==> src/design/bmpc_pkg.sv <==
// Package for the button multi-press counter.
// Holds the status codes, configuration register indexes, reset values and
// the configuration struct. No dependencies.
package bmpc_pkg;

    localparam int MaxPressesDefault = 7;

    localparam int CfgAddrW = 2;
    localparam int CfgDataW = 16;
    localparam int TimeW    = 32;
    localparam int CountW   = 8;
    localparam int LimitW   = 16;

    typedef enum logic [1:0] {
        ST_BUSY    = 2'd0,
        ST_SUCCESS = 2'd1,
        ST_FAILED  = 2'd2
    } t_status;

    typedef enum logic [CfgAddrW-1:0] {
        CFG_ACTIVE_LOW  = 2'd0,
        CFG_DEBOUNCE_MS = 2'd1,
        CFG_TIMEOUT_MS  = 2'd2
    } t_cfg_idx;

    localparam logic              ActiveLowReset  = 1'b1;
    localparam logic [LimitW-1:0] DebounceMsReset = 16'd50;
    localparam logic [LimitW-1:0] TimeoutMsReset  = 16'd1000;

    typedef struct packed {
        logic              active_low;
        logic [LimitW-1:0] debounce_ms;
        logic [LimitW-1:0] timeout_ms;
    } t_cfg;

endpackage

==> src/design/bmpc_cfg.sv <==
// Configuration registers of the button multi-press counter.
// Decodes the plain write port into the t_cfg struct; depends on bmpc_pkg.
module bmpc_cfg
    import bmpc_pkg::*;
(
    input  logic                i_clk,
    input  logic                i_rst_n,
    input  logic                i_cfg_wr_en,
    input  logic [CfgAddrW-1:0] i_cfg_addr,
    input  logic [CfgDataW-1:0] i_cfg_data,
    output t_cfg                o_cfg
);

    t_cfg r_cfg;
    t_cfg n_cfg;

    always_comb begin
        n_cfg = r_cfg;
        if (i_cfg_wr_en) begin
            unique case (i_cfg_addr)
                CFG_ACTIVE_LOW:  n_cfg.active_low  = i_cfg_data[0];
                CFG_DEBOUNCE_MS: n_cfg.debounce_ms = i_cfg_data[LimitW-1:0];
                CFG_TIMEOUT_MS:  n_cfg.timeout_ms  = i_cfg_data[LimitW-1:0];
                default:         n_cfg = r_cfg;
            endcase
        end
    end

    always_ff @(posedge i_clk) begin
        if (!i_rst_n) begin
            r_cfg.active_low  <= ActiveLowReset;
            r_cfg.debounce_ms <= DebounceMsReset;
            r_cfg.timeout_ms  <= TimeoutMsReset;
        end else begin
            r_cfg <= n_cfg;
        end
    end

    assign o_cfg = r_cfg;

endmodule

==> src/design/bmpc_core.sv <==
// Press counting state and its one-pass update for the multi-press counter.
// Holds the level, timer starts, count and finished flag; depends on bmpc_pkg.
module bmpc_core
    import bmpc_pkg::*;
#(
    parameter int MAX_PRESSES = MaxPressesDefault
) (
    input  logic              i_clk,
    input  logic              i_rst_n,
    input  logic              i_fire,
    input  t_cfg              i_cfg,
    input  logic              i_pin_level,
    input  logic [TimeW-1:0]  i_now_ms,
    output t_status           o_status,
    output logic [CountW-1:0] o_push_total
);

    localparam logic [CountW-1:0] MaxCount = CountW'(MAX_PRESSES);

    logic              r_prev_level;
    logic [TimeW-1:0]  r_deb_start;
    logic [TimeW-1:0]  r_tmo_start;
    logic [CountW-1:0] r_count;
    logic              r_done;

    logic              n_prev_level;
    logic [TimeW-1:0]  n_deb_start;
    logic [TimeW-1:0]  n_tmo_start;
    logic [CountW-1:0] n_count;
    logic              n_done;

    logic              active;
    logic              press_edge;
    logic              deb_ok;
    logic              counted;
    logic [CountW-1:0] count_upd;
    logic [TimeW-1:0]  tmo_start_upd;
    logic              expired;
    logic              done_upd;

    always_comb begin
        active        = ~i_cfg.active_low;
        press_edge    = (i_pin_level == active) && (r_prev_level != active);
        deb_ok        = (i_now_ms - r_deb_start) >= TimeW'(i_cfg.debounce_ms);
        counted       = press_edge && deb_ok;
        count_upd     = counted ? r_count + CountW'(1) : r_count;
        tmo_start_upd = counted ? i_now_ms : r_tmo_start;
        expired       = (i_now_ms - tmo_start_upd) >= TimeW'(i_cfg.timeout_ms);
        done_upd      = r_done | expired;
    end

    always_comb begin
        n_prev_level = i_pin_level;
        n_deb_start  = counted ? i_now_ms : r_deb_start;
        n_tmo_start  = expired ? i_now_ms : tmo_start_upd;
        n_count      = count_upd;
        n_done       = done_upd;
        o_status     = ST_BUSY;
        o_push_total = '0;
        if (count_upd > MaxCount) begin
            // Overflow: the finished flag stays for a later poll.
            n_count  = '0;
            o_status = ST_FAILED;
        end else if (done_upd) begin
            if (count_upd != '0) begin
                o_status     = ST_SUCCESS;
                o_push_total = count_upd;
            end else begin
                o_status = ST_FAILED;
            end
            n_count = '0;
            n_done  = 1'b0;
        end
    end

    always_ff @(posedge i_clk) begin
        if (!i_rst_n) begin
            r_prev_level <= 1'b0;
            r_deb_start  <= '0;
            r_tmo_start  <= '0;
            r_count      <= '0;
            r_done       <= 1'b0;
        end else if (i_fire) begin
            r_prev_level <= n_prev_level;
            r_deb_start  <= n_deb_start;
            r_tmo_start  <= n_tmo_start;
            r_count      <= n_count;
            r_done       <= n_done;
        end
    end

endmodule

==> src/design/button_multi_press_counter.sv <==
// Button multi-press counter: each accepted poll word passes through the input
// register and then the result register; throughput one word per cycle while
// the result channel does not stall. Each poll is processed by the counting
// logic and written to the result register; the state update is one pass.
// Synchronous active-low reset clears the valid flags and counting state and
// loads the default configuration (active low, 50 ms debounce, 1000 ms timeout).
module button_multi_press_counter
    import bmpc_pkg::*;
#(
    parameter int MAX_PRESSES = MaxPressesDefault
) (
    input  logic                i_clk,
    input  logic                i_rst_n,
    // Configuration write port.
    input  logic                i_cfg_wr_en,
    input  logic [CfgAddrW-1:0] i_cfg_addr,
    input  logic [CfgDataW-1:0] i_cfg_data,
    // Poll input channel.
    input  logic                i_valid,
    output logic                o_stall,
    input  logic                i_pin_level,
    input  logic [TimeW-1:0]    i_now_ms,
    // Result channel.
    output logic                o_valid,
    input  logic                i_stall,
    output logic [1:0]          o_status,
    output logic [CountW-1:0]   o_push_total
);

    t_cfg cfg;

    // Input register: one poll word waiting for the counting logic.
    logic             r_in_valid;
    logic             r_in_level;
    logic [TimeW-1:0] r_in_now;

    // Result register.
    logic              r_out_valid;
    t_status           r_out_status;
    logic [CountW-1:0] r_out_total;

    t_status           step_status;
    logic [CountW-1:0] step_total;
    logic              out_ready;
    logic              fire;

    // The result register can take a new word when it is empty or drains now.
    assign out_ready = !r_out_valid || !i_stall;
    // The held poll is processed, and the state updated, when it can move on.
    assign fire      = r_in_valid && out_ready;
    // The input side stalls only when the held poll cannot move forward.
    assign o_stall   = r_in_valid && !out_ready;

    bmpc_cfg u_cfg (
        .i_clk       (i_clk),
        .i_rst_n     (i_rst_n),
        .i_cfg_wr_en (i_cfg_wr_en),
        .i_cfg_addr  (i_cfg_addr),
        .i_cfg_data  (i_cfg_data),
        .o_cfg       (cfg)
    );

    bmpc_core #(
        .MAX_PRESSES (MAX_PRESSES)
    ) u_core (
        .i_clk        (i_clk),
        .i_rst_n      (i_rst_n),
        .i_fire       (fire),
        .i_cfg        (cfg),
        .i_pin_level  (r_in_level),
        .i_now_ms     (r_in_now),
        .o_status     (step_status),
        .o_push_total (step_total)
    );

    always_ff @(posedge i_clk) begin
        if (!i_rst_n) begin
            r_in_valid <= 1'b0;
        end else if (!o_stall) begin
            r_in_valid <= i_valid;
        end
    end

    always_ff @(posedge i_clk) begin
        if (i_valid && !o_stall) begin
            r_in_level <= i_pin_level;
            r_in_now   <= i_now_ms;
        end
    end

    always_ff @(posedge i_clk) begin
        if (!i_rst_n) begin
            r_out_valid <= 1'b0;
        end else if (out_ready) begin
            r_out_valid <= r_in_valid;
        end
    end

    always_ff @(posedge i_clk) begin
        if (fire) begin
            r_out_status <= step_status;
            r_out_total  <= step_total;
        end
    end

    assign o_valid      = r_out_valid;
    assign o_status     = r_out_status;
    assign o_push_total = r_out_total;

    // A held poll that can move forward shows up as a result next cycle.
    assert property (@(posedge i_clk) disable iff (!i_rst_n)
        fire |=> o_valid)
        else $error("processed poll did not produce a result word");

    // The input side stalls only behind a stalled, full result register.
    assert property (@(posedge i_clk) disable iff (!i_rst_n)
        o_stall |-> (o_valid && i_stall))
        else $error("input stalled without output back-pressure");

    // A success carries a count between one and the press limit.
    assert property (@(posedge i_clk) disable iff (!i_rst_n)
        (o_valid && o_status == ST_SUCCESS) |->
            (o_push_total != '0 && o_push_total <= CountW'(MAX_PRESSES)))
        else $error("success reported with an out-of-range count");

    // Busy and failed words carry a zero count.
    assert property (@(posedge i_clk) disable iff (!i_rst_n)
        (o_valid && o_status != ST_SUCCESS) |-> (o_push_total == '0))
        else $error("non-success result with a nonzero count");

endmodule
==> config.mk <==
export PLATFORM = sky130hd
export DESIGN_NAME = button_multi_press_counter
export DESIGN_NICKNAME = d
export VERILOG_FILES = /design/src/design/bmpc_pkg.sv /design/src/design/bmpc_cfg.sv /design/src/design/bmpc_core.sv /design/src/design/button_multi_press_counter.sv
export SDC_FILE = /design/constraint.sdc
export NUM_CORES = 1
export LEC_CHECK = 0
export BUFFER_PORTS_ARGS = -buffer_cell sky130_fd_sc_hd__buf_2
export CAP_MARGIN = 20
export CORE_MARGIN = 2
export CORE_UTILIZATION = 50
export DETAILED_ROUTE_END_ITERATION = 16
export HOLD_SLACK_MARGIN = 0.08
export PLACE_DENSITY = 0.68
export SYNTH_ARGS = -nofsm -noshare
export SYNTH_HDL_FRONTEND = slang
export SYNTH_SLANG_ARGS = --single-unit
export TNS_END_PERCENT = 1
==> constraint.sdc <==
create_clock -name i_clk -period 13.62 [get_ports i_clk]
set_input_delay 0.681 -clock i_clk [delete_from_list [all_inputs] [get_ports i_clk]]
set_output_delay 0.681 -clock i_clk [all_outputs]
set_load 0.01 [all_outputs]
=== Word-level counts from Yosys, hierarchy flattened ===
Index checks and enable logic that the tools add are counted.

* Add/subtract/negate cells: 3
* Order comparisons: 3
* Eq/ne operators: 4
* Multiplexer cells: 8
* Bitwise operators: 4
* Reductions and logical operators: 18

{| class="wikitable"
|+ Operator list
! kind !! count
|-
| 32-bit by 16-bit greater-or-equal comparator with 1-bit output || 2
|-
| 32-bit 2-to-1 mux || 2
|-
| 32-bit subtractor || 2
|-
| 8-bit 2-to-1 mux || 3
|-
| 8-bit by 1-bit adder with 8-bit output (second input constant) || 1
|-
| 8-bit by 3-bit greater-than comparator with 1-bit output (second input constant) || 1
|-
| 2-bit AND reduction || 4
|-
| 8-bit nonzero test || 1
|-
| 1-bit logical AND || 5
|-
| 1-bit zero test || 4
|-
| 2-bit 2-to-1 mux || 2
|-
| 1-bit inverter || 3
|-
| 3-bit OR reduction || 1
|-
| 2-bit by 1-bit equality test with 1-bit output (second input constant) || 1
|-
| 2-bit equality test (second input constant) || 1
|-
| 2-bit zero test || 1
|-
| 2-bit OR reduction || 1
|-
| 1-bit equality test || 1
|-
| 1-bit logical OR || 1
|-
| 1-bit 2-to-1 mux || 1
|-
| 1-bit != test || 1
|-
| 1-bit OR || 1
|}

* Bits in registers: 152
* Input bits: 56
* Output and inout bits: 12
* Word-level logic and storage cells: 55

=== Longest topological paths before layout ===
* Depth after elaboration: 10
* Gate-level depth with buffers: 51
* Mapped depth without buffers: 47

=== Cells and area by module ===
From an unflattened synthesis, not the netlist that was laid out.

* Cell total of the unflattened synthesis: 1384
* Area, all modules: 11503.5 µm²

{| class="wikitable"
|+ By module, submodules not included
! module !! times used !! cells an instance !! area each (µm²) !! sequential area each (µm²)
|-
| bmpc_core || 1 || 1194 || 8760.9 || 1481.4
|-
| button_multi_press_counter || 1 || 51 || 1375.1 || 1331.3
|-
| bmpc_cfg || 1 || 139 || 1367.6 || 660.6
|}

=== Worst setup path after synthesis ===
Ideal clock, no wire load.

* Path kind: register to register
* Start point: register r_in_now[0]
* End point: register r_out_status[1], in the netlist o_status[1], data pin
* Library setup time: 0.261 ns
* Arrival: 10.510 ns
* Required time: 13.359 ns
* Setup slack: 2.849 ns
* Cell stages (with the launch flop): 46
* Buffers on the path: 4
* Clock period less this slack: 10.771 ns
* Path through: edfxtp_1 -> inv_1 -> ha_1 -> fa_1 -> nand2b_1 -> a21oi_1 -> o211ai_1 -> a211o_1 -> nor2b_1 -> xnor2_1 -> ha_1 -> and4_1 -> nand2_1 -> o21bai_1 -> o311ai_0 -> a2111oi_2 -> nand4_1 -> or4_4 -> (+10 left out) -> o22ai_1 -> o31ai_1 -> nand2_1 -> o211a_1 -> mux2_2 -> xnor2_1 -> ha_1 -> a21o_1 -> a221oi_1 -> o21ai_0 -> nor4_1 -> o21ai_0 -> a2111o_1 -> a2111o_1 -> nor4_4 -> and2_1 -> clkbuf_1 -> o21bai_1

* Cells in the longest elaborated chain, start to end: 8
* Elaborated cells on any way between the ends: 12
* Those cells by class: add/sub (2); order compare (3); mux (4); bitwise (1); reduce/logical (2)

{| class="wikitable"
|+ Ends and longest elaborated chain
! element !! RTL line !! RTL
|-
| start: declaration || button_multi_press_counter.sv:35 || <nowiki>logic [TimeW-1:0] r_in_now;</nowiki>
|-
| start signal: assignment || button_multi_press_counter.sv:87 || <nowiki>r_in_now <= i_now_ms;</nowiki>
|-
| 32-bit subtractor || bmpc_core.sv:44 || <nowiki>deb_ok = (i_now_ms - r_deb_start) >= TimeW'(i_cfg.debounce_ms);</nowiki>
|-
| 32-bit by 16-bit greater-or-equal comparator with 1-bit output || bmpc_core.sv:44 ||
|-
| 1-bit logical AND || bmpc_core.sv:45 || <nowiki>counted = press_edge && deb_ok;</nowiki>
|-
| 32-bit 2-to-1 mux || bmpc_core.sv:47 || <nowiki>tmo_start_upd = counted ? i_now_ms : r_tmo_start;</nowiki>
|-
| 32-bit subtractor || bmpc_core.sv:48 || <nowiki>expired = (i_now_ms - tmo_start_upd) >= TimeW'(i_cfg.timeout_ms);</nowiki>
|-
| 32-bit by 16-bit greater-or-equal comparator with 1-bit output || bmpc_core.sv:48 ||
|-
| 1-bit OR || bmpc_core.sv:49 || <nowiki>done_upd = r_done | expired;</nowiki>
|-
| 2-bit 2-to-1 mux || bmpc_core.sv:64 || <nowiki>end else if (done_upd) begin</nowiki>
|-
| end signal: assignment || button_multi_press_counter.sv:101 || <nowiki>r_out_status <= step_status;</nowiki>
|-
| end: declaration || button_multi_press_counter.sv:39 || <nowiki>t_status r_out_status;</nowiki>
|}

Several ways; a longest one is shown, not always the timed one.
A chain may end at the register's enable or synchronous reset.

=== Worst setup path after layout ===
* Start point: register r_in_now[0]
* End point: register u_core.r_tmo_start[16]

* Cells in the longest elaborated chain, start to end: 7

{| class="wikitable"
|+ Ends and longest elaborated chain
! element !! RTL line !! RTL
|-
| 32-bit subtractor || bmpc_core.sv:44 ||
|-
| 32-bit by 16-bit greater-or-equal comparator with 1-bit output || bmpc_core.sv:44 ||
|-
| 1-bit logical AND || bmpc_core.sv:45 ||
|-
| 32-bit 2-to-1 mux || bmpc_core.sv:47 ||
|-
| 32-bit subtractor || bmpc_core.sv:48 ||
|-
| 32-bit by 16-bit greater-or-equal comparator with 1-bit output || bmpc_core.sv:48 ||
|-
| 32-bit 2-to-1 mux * || bmpc_core.sv:55 || <nowiki>n_tmo_start = expired ? i_now_ms : tmo_start_upd;</nowiki>
|-
| end signal: assignment || bmpc_core.sv:86 || <nowiki>r_tmo_start <= n_tmo_start;</nowiki>
|-
| end: declaration || bmpc_core.sv:22 || <nowiki>logic [TimeW-1:0] r_tmo_start;</nowiki>
|}

Mark *: on every way between the ends. The rest lies on a longest branch, timed or not.

==> impl_summary.txt <==
----------------------------------------------------
[Timing]
  Unrepaired setup endpoints after global routing ... no
  Total count of hold-check failures in the final report ... 0
  Setup TNS ... 0 ns
  Normalized max-slew margin ... 24.2%
  Number of setup violations in the final report ... 0
  Tcrit/Tclk final ... 89.0%
  Min cycle time layout ... between 10 and 15 ns
  Setup Skew ... between 0.01 and 0.015 ns
  Timing-limited maximum frequency ... 82.5 MHz
  Slew at the pin closest to its max-slew limit ... 1.13 ns
  Max-slew violation total from the final report ... 0

[Clocking]
  Worst-path clk slew ... 0.08 ns
  Buffers inserted by post-CTS timing repair ... 0
  Worst-skew pair later-pin latency ... roughly 0.44 ns
  Sink count of the clock tree ... 152
  Max H-tree Level ... 4
  TritonCTS buffer count ... 17
  CTS-repair resized insts ... 0
  Clock tree root driver cell ... sky130_fd_sc_hd__clkbuf_16
  CTS tree ... yes
  Maximum clock path buffer count ... 2
  CTS Hold Buffers Added ... 0

[Placement]
  Count of port buffers added during placement ... 67
  Routability congestion estimate from global placement ... 0.931
  Placed cell count ... around 1.7k
  Detailed placer's ending HPWL ... roughly 24000 um

[Pwr]
  Switching part of the total power ... 34.7%
  Largest vdd supply drop ... about 0.06 mV
  Switching pwr ... 0.459 mW
  Relative contribution of sequential cells to total power ... 37.9%
  Power density cells ... 106 nW/um^2
  Static Leakage ... 5.00 nW
  Cell-internal power ... 0.865 mW
  Relative contribution of combinational cells to total power ... between 20% and 30%
  Relative contribution of the clock network to total power ... 36.7%

[Synthesis]
  Simple-gate portion of the synthesized area ... 20.9%
  Sequential fraction of the synthesis area ... 30.7%
  Post-synthesis register bit count ... 152
  Post-synth design cell area ... 11300 um^2
  Top area cells in the synthesized netlist ... sky130_fd_sc_hd__dfxtp_1 (19%), sky130_fd_sc_hd__edfxtp_1 (11%), sky130_fd_sc_hd__ha_1 (10%)
  Avg Cell Area, Syn ... just over 8 um^2
  Share of cell area taken by muxes after synthesis ... under 10%
  Area leader, netlist ... sky130_fd_sc_hd__dfxtp_1
  Post-synthesis adder-cell area fraction ... 10.9%
  Number of standard cells after synthesis ... 1398
  Number of flops mapped to enable cells by yosys ... 43
  Share of async-settable or async-resettable flops after synthesis ... 0%
  Synth unique cells ... 85
  Top cells by instance count after synthesis ... sky130_fd_sc_hd__nand2_1 (279), sky130_fd_sc_hd__dfxtp_1 (109), sky130_fd_sc_hd__ha_1 (92), sky130_fd_sc_hd__inv_1 (88), sky130_fd_sc_hd__a21oi_1 (84)
  Count of yosys warnings during synthesis ... 0
  Compound-cell area share of the yosys netlist ... between 20 and 25%
  Yosys top cell area share ... 19.3%
  Most common flop cell mapped by yosys ... sky130_fd_sc_hd__dfxtp_1
  Most used standard cell by instance count after synthesis ... sky130_fd_sc_hd__nand2_1
  Largest family of logic cells by synthesized area ... compound AO/OA/AOI/OAI gates
  Xor and xnor area share after synthesis ... ~3.2%

[GRT]
  Pin count of the biggest net entering global routing ... between 100 and 150
  Global-route wire length before repair ... 51000 um
  Total grt overflow ... 0
  Tot GR Track Use ... between 20 and 30%
  Number of antenna violations at the first check in global routing ... 0
  Via count of the first global-routing pass ... about 10k

[Outcome]
  Result of the run ... completed

[Setup path]
  Sort of element at the end of the critical path ... register
  Required time of the critical path ... 13.93 ns
  Maximum fanout encountered on the critical timing path ... 35
  Max stage delay on crit path ... 0.69 ns
  Master of the slowest instance on the critical path ... sky130_fd_sc_hd__or4b_1
  Arrival time at the worst endpoint ... 12.44 ns
  Startpoint type of the worst setup path ... register
  Most frequent cell on the critical path ... sky130_fd_sc_hd__ha_1
  Classification of the worst setup path ... reg -> reg

[Floorplan]
  Die footprint ... 23800 um^2
  Vertical die dimension ... 154 um
  Area of the placeable core ... 22400 um^2
  Initial cell density of the core ... roughly half
  DIE WIDTH ... approximately 150 um
  Row Count ... 55
  Number of top-level design ports ... 68

[Routing]
  First-pass DRT Iterations ... 6
  Residual antenna-violating net count after detailed routing ... 0
  Post-detailed-routing wire length ... 31800 um
  Vias post-DR ... 10.4k
  DRC violations left ... 0
  Drt wl/cell ... approximately 18 um
  Number of DRC violations after detailed-routing iteration 0 ... about 900
  Vias per cell ... 5.96

[Worst hold path]
  Hold Crit Class ... in -> reg

[Finish]
  Area growth syn-to-layout ... 10.3%
  Non-filler cells in the finished layout ... 1737
  Nets ... 1589
  Fraction of layout instances using a drive strength above 1 ... 9.30%
  Count of antenna diodes in the layout ... 0

[Run]
  Number of max-cap violations ... 0

----------------------------------------------------
## cell usage in the layout (no fill, tap or decap), types with 30 or more instances in the layout
master / instances
sky130_fd_sc_hd__inv_1: 88
sky130_fd_sc_hd__o21ai_0: 43
sky130_fd_sc_hd__a21boi_0: 62
sky130_fd_sc_hd__mux2i_1: 67
sky130_fd_sc_hd__a21o_1: 31
sky130_fd_sc_hd__buf_2: 66
sky130_fd_sc_hd__edfxtp_1: 43
sky130_fd_sc_hd__nand2_1: 278
sky130_fd_sc_hd__ha_1: 92
sky130_fd_sc_hd__xnor2_1: 30
sky130_fd_sc_hd__a21oi_1: 84
sky130_fd_sc_hd__dfxtp_1: 109
sky130_fd_sc_hd__nor2_1: 80
## through the flow
stage / utilization (%) / worst slack [ns] / instance area, um^2 / hold WS (ns) / total power, mW
floorplan: - / 2.85 / 11300 / 0.434 / 0.752
global placement: 52.8 / 2.05 / 11800 / 0.443 / 0.836
detailed placement: 52.9 / 1.67 / 11900 / 0.452 / 0.842
CTS: 55.6 / 1.58 / 12500 / 0.402 / 1.33
global route: 55.6 / 0.662 / 12500 / 0.397 / 1.39
finish: 55.6 / 1.50 / 12500 / 0.413 / 1.32
## power by group through the flow
stage,clock network (mW),registers [mW],logic (mW)
after floorplan,0,0.504,0.247
after global placement,0,0.511,0.325
after detailed placement,0,0.512,0.330
after CTS,0.493,0.501,0.333
after global routing,0.508,0.504,0.374
final,0.486,0.502,0.337
## layer usage
metal  share of wire [%]  global-route usage [%]  vias to the layer above
met4                 1.8                    7.01                        0
met3                 4.8                    4.06                       45
met2                  46                    43.8                      298
li1                    -                       -                     5095
met5                   0                       0                        -
met1                  47                    37.6                     4919
## final timing paths
check	from	to	slack, ns	depth (start not counted)
setup / recovery	r_in_now[0]	u_core.r_tmo_start[16]	1.50	42
hold / removal	i_now_ms[17]	r_in_now[17]	0.41	1
setup reg to reg	r_in_now[0]	u_core.r_tmo_start[16]	1.50	42
hold reg to reg	u_core.r_tmo_start[28]	u_core.r_tmo_start[28]	0.46	2
## flip-flops by register name (all words and copies together) (netlist names)
name,cells
o_push_total,8
o_status,2
o_valid,1
r_in_level,1
r_in_now,32
r_in_valid,1
u_cfg.o_cfg,33
u_core.r_count,8
u_core.r_deb_start,32
u_core.r_done,1
u_core.r_prev_level,1
u_core.r_tmo_start,32
## area by class of cell
class	count	area [um^2]
fill	2107	9970
multi-input combinational	1106	7300
sequential	152	3470
clock buffer	17	425
timing repair buffer	74	410
tap	285	357
inverter	88	330
clock inverter	15	175
## cell families (layout without fill, tap and decap cells)
group                      after synthesis  count (layout)
muxes                                   70              70
and+or+nand+nor                        516             516
DFF                                    152             152
AOI/OAI and AO/OA                      376             376
adders and majority gates               98              98
other                                    1               5
buffers and inverters                  144             194
xor gates and xnor gates                41              41
## critical path: cells and delay by family, from the launching register on
kind / cells / cell delay (ns)
fa+ha+maj: 5 / 1.58
mux: 3 / 0.65
xor+xnor: 2 / 0.27
compound gates: 18 / 4.75
buf+inv: 3 / 0.94
simple gates: 11 / 3.40
flops: 1 / 0.38
Note: power is estimated with default switching activity, not from simulation.
